`config.mk`:
```
export PLATFORM = sky130hd
export DESIGN_NAME = osbox_merge
export DESIGN_NICKNAME = d
export VERILOG_FILES = /design/src/design/osbox_pkg.sv /design/src/design/osbox_merge.sv
export SDC_FILE = /design/constraint.sdc
export NUM_CORES = 1
export LEC_CHECK = 0
export BUFFER_PORTS_ARGS = -buffer_cell sky130_fd_sc_hd__buf_2
export CORE_MARGIN = 2
export CORE_UTILIZATION = 43
export CTS_BUF_LIST = sky130_fd_sc_hd__clkbuf_16
export DETAILED_ROUTE_END_ITERATION = 8
export HOLD_SLACK_MARGIN = 0.05
export PLACE_DENSITY_LB_ADDON = 0.3
export SLEW_MARGIN = 20
export SYNTH_ARGS = -nofsm -noshare
export SYNTH_HDL_FRONTEND = slang
export SYNTH_SLANG_ARGS = --single-unit
export TNS_END_PERCENT = 100
```
`constraint.sdc`:
```
create_clock -name clk_i -period 2 [get_ports clk_i]
set_clock_uncertainty 0.05 [all_clocks]
set_input_delay 0.1 -clock clk_i [delete_from_list [all_inputs] [get_ports clk_i]]
set_output_delay 0.1 -clock clk_i [all_outputs]
set_load 0.05 [all_outputs]
```
`src/design/osbox_pkg.sv`:
```
// Package for the one-sided box filter pass: shared types, register indexes
// and the pairing tables for the half-window sums. No dependencies.
package osbox_pkg;

  localparam int NUM_LANES  = 3;
  localparam int MAX_HEIGHT = 2048;
  localparam int CHAN_W     = 16;

  // Configuration register indexes.
  localparam logic [1:0] REG_RADIUS = 2'd0;
  localparam logic [1:0] REG_WIDTH  = 2'd1;
  localparam logic [1:0] REG_HEIGHT = 2'd2;

  // Item function codes.
  localparam logic FUNC_PIXEL = 1'b0;
  localparam logic FUNC_FLUSH = 1'b1;

  // Pairs of box distances that make up each half-window sum.
  localparam logic [1:0] PAIR_A [4] = '{2'd0, 2'd2, 2'd0, 2'd1};
  localparam logic [1:0] PAIR_B [4] = '{2'd1, 2'd3, 2'd2, 2'd3};

  typedef logic [CHAN_W-1:0] chan_t;

  // Which of the four boxes a window sample belongs to.
  typedef struct packed {
    logic valid;
    logic top;
    logic bot;
    logic left;
    logic right;
    logic centre;
  } tap_t;

  typedef struct packed {
    logic clear;
    logic start;
    tap_t tap;
  } lane_ctrl_t;

  typedef enum logic [2:0] {
    ST_IDLE,
    ST_SCAN,
    ST_DRAIN,
    ST_DIV,
    ST_SEND
  } seq_state_e;

  typedef enum logic [2:0] {
    DV_IDLE,
    DV_MUL,
    DV_QUO,
    DV_QN,
    DV_CHK,
    DV_DIFF,
    DV_PICK,
    DV_DONE
  } div_state_e;

endpackage

```
`src/design/osbox_merge.sv`:
```
// Merging stage: gathers the three lane results and the frame end flag into
// the output register that faces the result channel. Uses osbox_pkg.
module osbox_merge import osbox_pkg::*; (
  input  logic  clk_i,
  input  logic  rst_ni,
  input  logic  load_i,
  input  chan_t lane_res_i [NUM_LANES],
  input  logic  frame_end_i,
  input  logic  out_ready_i,
  output logic  out_valid_o,
  output chan_t red_out_o,
  output chan_t green_out_o,
  output chan_t blue_out_o,
  output logic  frame_end_o,
  output logic  free_o
);

  logic  valid_q;
  chan_t red_q, green_q, blue_q;
  logic  fe_q;

  assign free_o      = !valid_q || out_ready_i;
  assign out_valid_o = valid_q;
  assign red_out_o   = red_q;
  assign green_out_o = green_q;
  assign blue_out_o  = blue_q;
  assign frame_end_o = fe_q;

  always_ff @(posedge clk_i or negedge rst_ni) begin
    if (!rst_ni) begin
      valid_q <= 1'b0;
    end else if (load_i) begin
      valid_q <= 1'b1;
    end else if (out_ready_i) begin
      valid_q <= 1'b0;
    end
  end

  always_ff @(posedge clk_i) begin
    if (load_i) begin
      red_q   <= lane_res_i[0];
      green_q <= lane_res_i[1];
      blue_q  <= lane_res_i[2];
      fe_q    <= frame_end_i;
    end
  end

endmodule

```
==> flow_metrics.py <==
metrics = {
    "synth": {
        "yosysSeqAreaShare_pct": 98.5,
        "syn_area_um2": 1520,
        "syn_avg_cell_area_um2": 29.2,
        "ys_warn_count": 0,
        "syn_inst": 52,
        "ys_seq_elements": 50,
        "synth.net_count": 105,
        "yosys.cell_types.count": 4,
    },
    "drt": {
        "drt_wl_total_um": 3890,
        "drtAntennaViolNets": 0,
        "drt_iter0_markers": 35,
        "vias": 1130,
        "wire_per_inst_um": 14.9,
        "drc": 0,
        "firstDrtPassIters": 4,
        "avgViaCountPerCell": 4.33,
    },
    "sta": {
        "period_needed_ps": 1240,
        "slew-limit-headroom_pct": 67.1,
        "worst_slack_ps": 756,
        "setup_tns_ps": 0,
        "fmax_mhz": 804,
        "rsz0062_at_grt": "false",
        "post-route-period-util_pct": 62.2,
        "setup_viol": 0,
        "finalHoldViolCount": 0,
        "drv_slew": 0,
        "tightest_slew_ps": 493,
    },
    "clock_network": {
        "clk_pin_slew_worst_paths_ps": 60,
        "postCtsHoldBufs": 51,
        "cts-root-buf": "clkbuf_16",
        "cts_setup_buffers": 0,
        "postCtsResizedCells": 0,
        "max-clock-path-buffers": 2,
        "clock-sinks": 50,
        "worstSkewPairLatency_ps": 280,
        "h-tree-depth": 2,
        "cts_buffers": 5,
        "tritoncts": "built",
    },
    "hold_path": {
        "worstHoldPathType": "input pin to asynchronous set/reset pin",
    },
    "global_route": {
        "track_usage_pct": 20.7,
        "grt_start_max_net_pins": 30,
        "antenna_found_initial": 0,
        "grt_pass1_vias": 1235,
        "grt_overflow": 0,
        "grt_pass1_wl_um": 5950,
    },
    "setup_path": {
        "startpoint_type": "input pin",
        "r2r_cells": 2,
        "endpoint_kind": "primary output",
        "r2r_start": "out_valid_o",
        "slowest_delay_ps": 520,
        "crit_path_top_delay_cell": "dlygate4sd3_1",
        "crit_top_cell": "buf_2",
        "path_cells": "dlygate4sd3_1 > buf_2 > nand2b_4 > buf_2",
        "crit_required_ps": 1850,
        "startpoint": "out_ready_i",
        "crit_type": "input pin to primary output",
        "arrival_ps": 1090,
        "cp_max_fo": 2,
    },
    "floorplanning": {
        "ios": 104,
        "die_x_um": 63.4,
        "core-area_um2": 3360,
        "num_rows": 21,
        "start_util_pct": 45.2,
        "dieArea_um2": 4020,
        "fp.dieH_um": 63.4,
    },
    "placed_design": {
        "routabilityCongestion": 0.649,
        "io_buffers": 103,
        "post-place-ws_ps": 855,
    },
    "layout": {
        "nets": 267,
        "syn_to_final_growth_pct": 81.6,
        "num_antenna_cells": 0,
        "drive_gt1_share_pct": 51.6,
    },
    "run": {
        "drv_cap": 0,
    },
    "power_and_ir_drop": {
        "vdd_drop_max_mv": 0.645,
        "p_leak_nw": 1.20,
        "p_per_area_nw_per_um2": 926,
        "finalPower_mw": 2.56,
    },
    "status": {
        "status": "finished clean",
    },
}
==> final timing paths <==
kind | endpoint | slack (ps)
setup / recovery | free_o | 760
hold / removal | out_valid_o | 70
setup reg to reg | out_valid_o | 1310
hold reg to reg | out_valid_o | 490
max in group asynchronous | out_valid_o | 1740
min in group clk_i | blue_out_o[0] | 270
==> through the flow <==
step                instance area [um2]  utilization (%)  hold WS [ps]  std cells
floorplan                          1520                -          -246         52
global placement                   2110             62.8          -175        202
detailed placement                 2110             62.8          -173        202
CTS                                2760             82.0          61.8        261
global route                       2760             82.0          81.8        261
finish                             2760             82.0          74.8        261
==> synth_stat cells <==
library cell  number  area, um2
edfxtp_1          49       1470
dfrtp_1            1       25.0
nand2b_2           1       8.76
nand2b_4           1       13.8
==> where the power goes <==
group	switching [mW]	internal, mW	leakage, nW
Clock	0.311	0.449	0.0738
Sequential	0.0223	1.24	0.490
Combinational	0.371	0.160	0.638
Total	0.704	1.85	1.20
==> worst max-delay path, delay by kind of cell <==
family        cells  cell delay (ps)
buf+inv           3              880
simple gates      1              110
==> layer usage <==
layer / up-vias / share of wire [%] / global-route usage (%)
met2: 76 / 53 / 37.5
met3: 14 / 11 / 7.68
met4: 0 / 3.4 / 12.0
li1: 531 / - / -
met5: - / 0 / 0
met1: 509 / 33 / 19.8
==> cell families after synthesis <==
kind of cell	count (synthesis)	share of synthesized area, %
AND/OR/NAND/NOR	2	1.48
flip-flops	50	98.5
==> layout make-up <==
cell class              instances  area, um2
flip-flops and latches         50       1500
fillers                       188        604
clock inverters                 3       11.3
well taps                      46       57.6
multi-input cells               2       22.5
repair buffers                155       1050
clock buffers                   5        125
==> flip-flops by register name, summed over array words and instances (netlist names) <==
register,cells
blue_out_o,16
green_out_o,16
red_out_o,16
frame_end_o,1
out_valid_o,1
==> layout by cell type, fill, tap and decap left out, drive strengths merged <==
cell type and instances:
buf 104, clkbuf 5, clkinv 1, dfrtp 1
dlygate4sd3 51, edfxtp 49, inv 2, nand2b 2
Power figures use the tool's default switching activity.
