## src/design/osbox_pkg.sv

```systemverilog
// Package for the one-sided box filter pass: shared types, register indexes
// and the pairing tables for the half-window sums. No dependencies.
package osbox_pkg;

  localparam int NUM_LANES  = 3;
  localparam int MAX_HEIGHT = 2048;
  localparam int CHAN_W     = 16;

  // Configuration register indexes.
  localparam logic [1:0] REG_RADIUS = 2'd0;
  localparam logic [1:0] REG_WIDTH  = 2'd1;
  localparam logic [1:0] REG_HEIGHT = 2'd2;

  // Item function codes.
  localparam logic FUNC_PIXEL = 1'b0;
  localparam logic FUNC_FLUSH = 1'b1;

  // Pairs of box distances that make up each half-window sum.
  localparam logic [1:0] PAIR_A [4] = '{2'd0, 2'd2, 2'd0, 2'd1};
  localparam logic [1:0] PAIR_B [4] = '{2'd1, 2'd3, 2'd2, 2'd3};

  typedef logic [CHAN_W-1:0] chan_t;

  // Which of the four boxes a window sample belongs to.
  typedef struct packed {
    logic valid;
    logic top;
    logic bot;
    logic left;
    logic right;
    logic centre;
  } tap_t;

  typedef struct packed {
    logic clear;
    logic start;
    tap_t tap;
  } lane_ctrl_t;

  typedef enum logic [2:0] {
    ST_IDLE,
    ST_SCAN,
    ST_DRAIN,
    ST_DIV,
    ST_SEND
  } seq_state_e;

  typedef enum logic [2:0] {
    DV_IDLE,
    DV_MUL,
    DV_QUO,
    DV_QN,
    DV_CHK,
    DV_DIFF,
    DV_PICK,
    DV_DONE
  } div_state_e;

endpackage

```

## src/design/osbox_lane.sv

```systemverilog
// One colour lane: accumulates the four box sums of a window scan, divides
// them into rounded means and picks the filtered value. Uses osbox_pkg.
module osbox_lane import osbox_pkg::*; #(
  parameter int MAX_RADIUS = 8
) (
  input  logic                               clk_i,
  input  logic                               rst_ni,
  input  lane_ctrl_t                         ctrl_i,
  input  logic [$clog2(MAX_RADIUS+1)-1:0]    radius_i,
  input  chan_t                              data_i,
  output chan_t                              result_o,
  output logic                               done_o
);

  localparam int MAXN  = (MAX_RADIUS + 1) * (MAX_RADIUS + 1);
  localparam int SUM_W = CHAN_W + $clog2(MAXN);
  localparam int NW    = $clog2(MAXN + 1);
  localparam int QW    = CHAN_W + 1 + NW;

  logic [SUM_W-1:0] n_tab [MAX_RADIUS+1];
  logic [SUM_W-1:0] k_tab [MAX_RADIUS+1];

  // Reciprocal of the box area for every radius, worked out at elaboration.
  for (genvar g = 0; g <= MAX_RADIUS; g++) begin : g_tab
    localparam longint unsigned NV = (g + 1) * (g + 1);
    localparam longint unsigned KV = (64'd1 << SUM_W) / NV;
    assign n_tab[g] = SUM_W'(NV);
    assign k_tab[g] = SUM_W'(KV);
  end

  div_state_e         state_q, state_d;
  logic [SUM_W-1:0]   sum_q [4];
  chan_t              c_q;
  chan_t              m_q [4];
  logic [1:0]         k_q;
  logic [SUM_W-1:0]   n_q, kr_q, s_q;
  logic [2*SUM_W-1:0] prod_q;
  logic [CHAN_W:0]    q_q;
  logic [QW-1:0]      qn_q;
  logic signed [CHAN_W:0]   d_q [4];
  logic signed [CHAN_W+1:0] e_q [4];
  chan_t              res_q;

  logic [QW-1:0]      rem;
  logic [CHAN_W:0]    ad [4];
  logic [CHAN_W+1:0]  ae [4];
  logic [1:0]         i1, i2;
  logic [CHAN_W+1:0]  two_d;
  logic [CHAN_W:0]    half_sum;
  chan_t              pick;

  always_comb begin
    state_d = state_q;
    case (state_q)
      DV_IDLE: if (ctrl_i.start) state_d = DV_MUL;
      DV_MUL:  state_d = DV_QUO;
      DV_QUO:  state_d = DV_QN;
      DV_QN:   state_d = DV_CHK;
      DV_CHK:  state_d = (k_q == 2'd3) ? DV_DIFF : DV_MUL;
      DV_DIFF: state_d = DV_PICK;
      DV_PICK: state_d = DV_DONE;
      DV_DONE: state_d = DV_IDLE;
      default: state_d = DV_IDLE;
    endcase
  end

  always_comb begin
    done_o   = (state_q == DV_DONE);
    result_o = res_q;
  end

  // Division correction: the reciprocal estimate is at most one short.
  assign rem = QW'(s_q) - qn_q;

  // Least-magnitude selections, lowest index winning ties.
  always_comb begin
    for (int k = 0; k < 4; k++) begin
      ad[k] = d_q[k][CHAN_W] ? (CHAN_W+1)'(-d_q[k]) : (CHAN_W+1)'(d_q[k]);
      ae[k] = e_q[k][CHAN_W+1] ? (CHAN_W+2)'(-e_q[k]) : (CHAN_W+2)'(e_q[k]);
    end
    i1 = 2'd0;
    i2 = 2'd0;
    for (int k = 1; k < 4; k++) begin
      if (ad[k] < ad[i1]) i1 = 2'(k);
      if (ae[k] < ae[i2]) i2 = 2'(k);
    end
    two_d    = {ad[i1], 1'b0};
    half_sum = (CHAN_W+1)'(m_q[PAIR_A[i2]]) + (CHAN_W+1)'(m_q[PAIR_B[i2]]) + 1'b1;
    pick     = (two_d < ae[i2]) ? m_q[i1] : half_sum[CHAN_W:1];
  end

  always_ff @(posedge clk_i or negedge rst_ni) begin
    if (!rst_ni) begin
      state_q <= DV_IDLE;
    end else begin
      state_q <= state_d;
    end
  end

  always_ff @(posedge clk_i) begin
    if (ctrl_i.clear) begin
      for (int k = 0; k < 4; k++) sum_q[k] <= '0;
    end else if (ctrl_i.tap.valid) begin
      if (ctrl_i.tap.top && ctrl_i.tap.left)  sum_q[0] <= sum_q[0] + SUM_W'(data_i);
      if (ctrl_i.tap.top && ctrl_i.tap.right) sum_q[1] <= sum_q[1] + SUM_W'(data_i);
      if (ctrl_i.tap.bot && ctrl_i.tap.left)  sum_q[2] <= sum_q[2] + SUM_W'(data_i);
      if (ctrl_i.tap.bot && ctrl_i.tap.right) sum_q[3] <= sum_q[3] + SUM_W'(data_i);
      if (ctrl_i.tap.centre) c_q <= data_i;
    end
    case (state_q)
      DV_IDLE: begin
        k_q  <= 2'd0;
        n_q  <= n_tab[radius_i];
        kr_q <= k_tab[radius_i];
      end
      DV_MUL: begin
        s_q    <= sum_q[k_q] + {1'b0, n_q[SUM_W-1:1]};
        prod_q <= (2*SUM_W)'(sum_q[k_q] + {1'b0, n_q[SUM_W-1:1]}) * (2*SUM_W)'(kr_q);
      end
      DV_QUO: q_q  <= prod_q[SUM_W +: CHAN_W+1];
      DV_QN:  qn_q <= QW'(q_q) * QW'(n_q);
      DV_CHK: begin
        m_q[k_q] <= (rem >= QW'(n_q)) ? CHAN_W'(q_q + 1'b1) : CHAN_W'(q_q);
        k_q      <= k_q + 2'd1;
      end
      DV_DIFF: begin
        for (int k = 0; k < 4; k++) begin
          d_q[k] <= $signed({1'b0, m_q[k]}) - $signed({1'b0, c_q});
        end
        for (int k = 0; k < 4; k++) begin
          e_q[k] <= (CHAN_W+2)'($signed({1'b0, m_q[PAIR_A[k]]}) - $signed({1'b0, c_q}))
                  + (CHAN_W+2)'($signed({1'b0, m_q[PAIR_B[k]]}) - $signed({1'b0, c_q}));
        end
      end
      DV_PICK: res_q <= pick;
      default: ;
    endcase
  end

endmodule

```

## config.mk

```make
export PLATFORM = sky130hd
export DESIGN_NAME = osbox_lane
export DESIGN_NICKNAME = d
export VERILOG_FILES = /design/src/design/osbox_pkg.sv /design/src/design/osbox_lane.sv
export SDC_FILE = /design/constraint.sdc
export NUM_CORES = 2
export LEC_CHECK = 0
export BUFFER_PORTS_ARGS = -buffer_cell sky130_fd_sc_hd__buf_2
export CAP_MARGIN = 20
export CORE_MARGIN = 3
export CORE_UTILIZATION = 58
export CTS_CLUSTER_DIAMETER = 40
export CTS_CLUSTER_SIZE = 30
export DETAILED_ROUTE_END_ITERATION = 7
export PLACE_DENSITY = 0.8
export SYNTH_ARGS = -nofsm -noshare
export SYNTH_HDL_FRONTEND = slang
export SYNTH_SLANG_ARGS = --single-unit
```

## constraint.sdc

```tcl
create_clock -name clk_i -period 10.21 [get_ports clk_i]
set_clock_uncertainty 0.05 [all_clocks]
set_input_delay 2.042 -clock clk_i [delete_from_list [all_inputs] [get_ports clk_i]]
set_output_delay 2.042 -clock clk_i [all_outputs]
set_load 0.02 [all_outputs]
```

==> impl_metrics.tcl <==
set metrics [dict create \
    synth_area_sq_um 51500 \
    grt_antenna_before_repair 3 \
    hold_buffers 0 \
    synth-xor-area-share 0.0537 \
    rows 108 \
    cp_num_buf_inv 2 \
    crit_path_end_kind "register" \
    num_io_pins 47 \
    fillers 6485 \
    grt_pass1_vias 41828 \
    slowest_stage "or4_4" \
    port_buffers 46 \
    yosys.area_share.simple 0.144 \
    cts_tree "done" \
    grt-busiest-layer "met2" \
    synth_adder_area_share 0.330 \
    finalHoldViolations 0 \
    yosysUniqueCellTypes 88 \
    synth-seq-cells 435 \
    drt_iter0_markers 3517 \
    yosysWarnings 0 \
    ys_seq_area_frac 0.253 \
    use_met2 0.512 \
    start_util 0.589 \
    synth_area_leaders "edfxtp_1, fa_1, ha_1" \
    utilization 0.673 \
    start_kind "register" \
    grtUsageMet3 0.0390 \
    use_met1 0.403 \
    crit_type "reg -> reg" \
    first_pass_iters 6 \
    overflow 0 \
    die_x_um 304 \
    numCtsBuffers 72 \
    htreeDepth 3 \
    fmax_ghz 0.0988 \
    synth_mux_area_frac 0.0270 \
    slew_headroom 0.259 \
    synth_edf_count 430 \
    multi_input_comb_area_sq_um 35500 \
    layout_setup_ws_ps 83.8 \
    maxCapViolCount 0 \
    drcViolationCount 0 \
    synthMostInstantiatedCell "inv_1" \
    holdWs_ps 368 \
    worstMarginPinSlew_ps 1110 \
    outcome "complete, no violations" \
    synthTopCellsByCount "inv_1, ha_1, edfxtp_1" \
    setup_viol 0 \
    coreArea_sq_um 87400 \
    die_area_sq_um 92500 \
    synth_top_family_by_area "adder cells" \
    critPathRequiredTime_ps 10560 \
    layout.area.seq_sq_um 13000 \
    pre_cts_ws_ps -533 \
    avgSynthCellArea_sq_um 9.49 \
    syn2layout_area_growth_pct 14.2 \
    antenna_left 0 \
    period_share 0.992 \
    drt_wl_total_um 144000 \
    fp.dieH_um 304 \
    clock-sinks 435 \
    vias 41103 \
    grt_pass1_wl_um 224000 \
    clk_latency_ps 640 \
    synth_ff_type "edfxtp_1" \
    fin_nets 6879 \
    cts.clk_slew.worst_paths_ps 80 \
    gp_congestion 0.965 \
    syn_nets 6559 \
    hold_class "reg -> reg" \
    wl_per_cell_um 20.6 \
    grtUsageTotal 0.307 \
    arrival_ps 10470 \
    yosysTopAreaCell "edfxtp_1" \
    postSynthCellCount 5428 \
    cts-root-buf "clkbuf_16" \
    synth_top_cell_area_share 0.251 \
    path_delay_family "compound AO/OA/AOI/OAI gates" \
    async_flop_share 0.00690 \
    grt_max_degree 79 \
    hpwlAfterDp_um 115000 \
    slew_viol_final 0 \
    rsz0062_at_grt "yes" \
    vias_per_cell 5.90 \
    cp_common_cell "o21ai_1" \
    critical_path.max_fanout 14 \
    synth_compound_area_frac 0.118 \
    max-clock-path-buffers 3 \
    drive_above_1_share 0.123 \
    max_stage_delay_ps 580 \
    min_period_ps 10130 \
]
## metrics by stage
stage                     TNS [ps]  instances  cell area, sq um
after CTS                        0       6944             58300
after global placement       -4090       6790             55000
after floorplan                  0       5428             51600
after detailed placement     -6740       6791             55100
after global routing         -4480       6963             58800
final                            0       6964             58800
## placed cells by master, fill, tap and decap left out, types with 114 or more instances in the layout
master / netlist / final
buf_4: 4 / 315
nand2_1: 384 / 373
and2_1: 247 / 246
xnor2_1: 198 / 198
ha_1: 673 / 655
fa_1: 428 / 425
edfxtp_1: 430 / 430
inv_1: 877 / 875
o21ai_0: 274 / 259
xor2_1: 116 / 114
nor2_1: 326 / 320
a21oi_1: 274 / 254
## flip-flops by register name, summed over array words and instances (netlist names), named ones only
register  flops
m_q          64
e_q          72
result_o     16
d_q          68
prod_q       17
kr_q         13
k_q           2
qn_q         24
state_q       3
n_q           6
s_q          23
q_q          17
sum_q        92
c_q          16
## timing repair
action / 4_1_cts / 5_1_grt
buffers inserted: 17 / 18
hold endpoints to repair: 0 / 0
resized for setup: 75 / 103
gates cloned: 4 / 0
pin swaps: 40 / 66
setup endpoints to repair: 24 / 28
## cells by family (layout without fill, tap and decap cells)
| family | after synthesis | in the layout |
|---|---|---|
| adder cells (fa/ha/maj) | 1101 | 1101 |
| XOR/XNOR | 315 | 315 |
| AO/OA/AOI/OAI | 969 | 970 |
| buffers and inverters | 1022 | 1399 |
| multiplexers | 107 | 107 |
| flip-flops | 435 | 435 |
| AND/OR/NAND/NOR | 1479 | 1479 |
| other | 0 | 3 |
## area by class of cell
cell class | instances | area share
Clock inverter | 57 | 0.0142
Tap cell | 1155 | 0.0246
Multi-Input combinational cell | 3972 | 0.602
Inverter | 878 | 0.0560
Timing Repair Buffer | 389 | 0.0504
Antenna cell | 3 | 0.000128
Clock buffer | 75 | 0.0308
Sequential cell | 435 | 0.221
## routing by layer
layer	vias up	wire length, um
met5	-	0
met4	0	7210
met3	389	10900
met2	1689	67500
met1	19949	58000
li1	19076	-
## worst paths after layout
check / startpoint / to / slack [ps] / cells after the start
setup reg to reg: e_q[0][5] / result_o[13] / 80 / 45
hold reg to reg: prod_q[23] / q_q[0] / 370 / 0
setup / recovery: e_q[0][5] / result_o[13] / 80 / 45
hold / removal: prod_q[23] / q_q[0] / 370 / 0
min in group asynchronous: rst_ni / state_q[1] / 1170 / 1
max in group asynchronous: rst_ni / state_q[2] / 8800 / 1
Power is left out: the tool's default activity adds up to more than one toggle a clock period on the data nets, which glitch-free logic cannot reach.
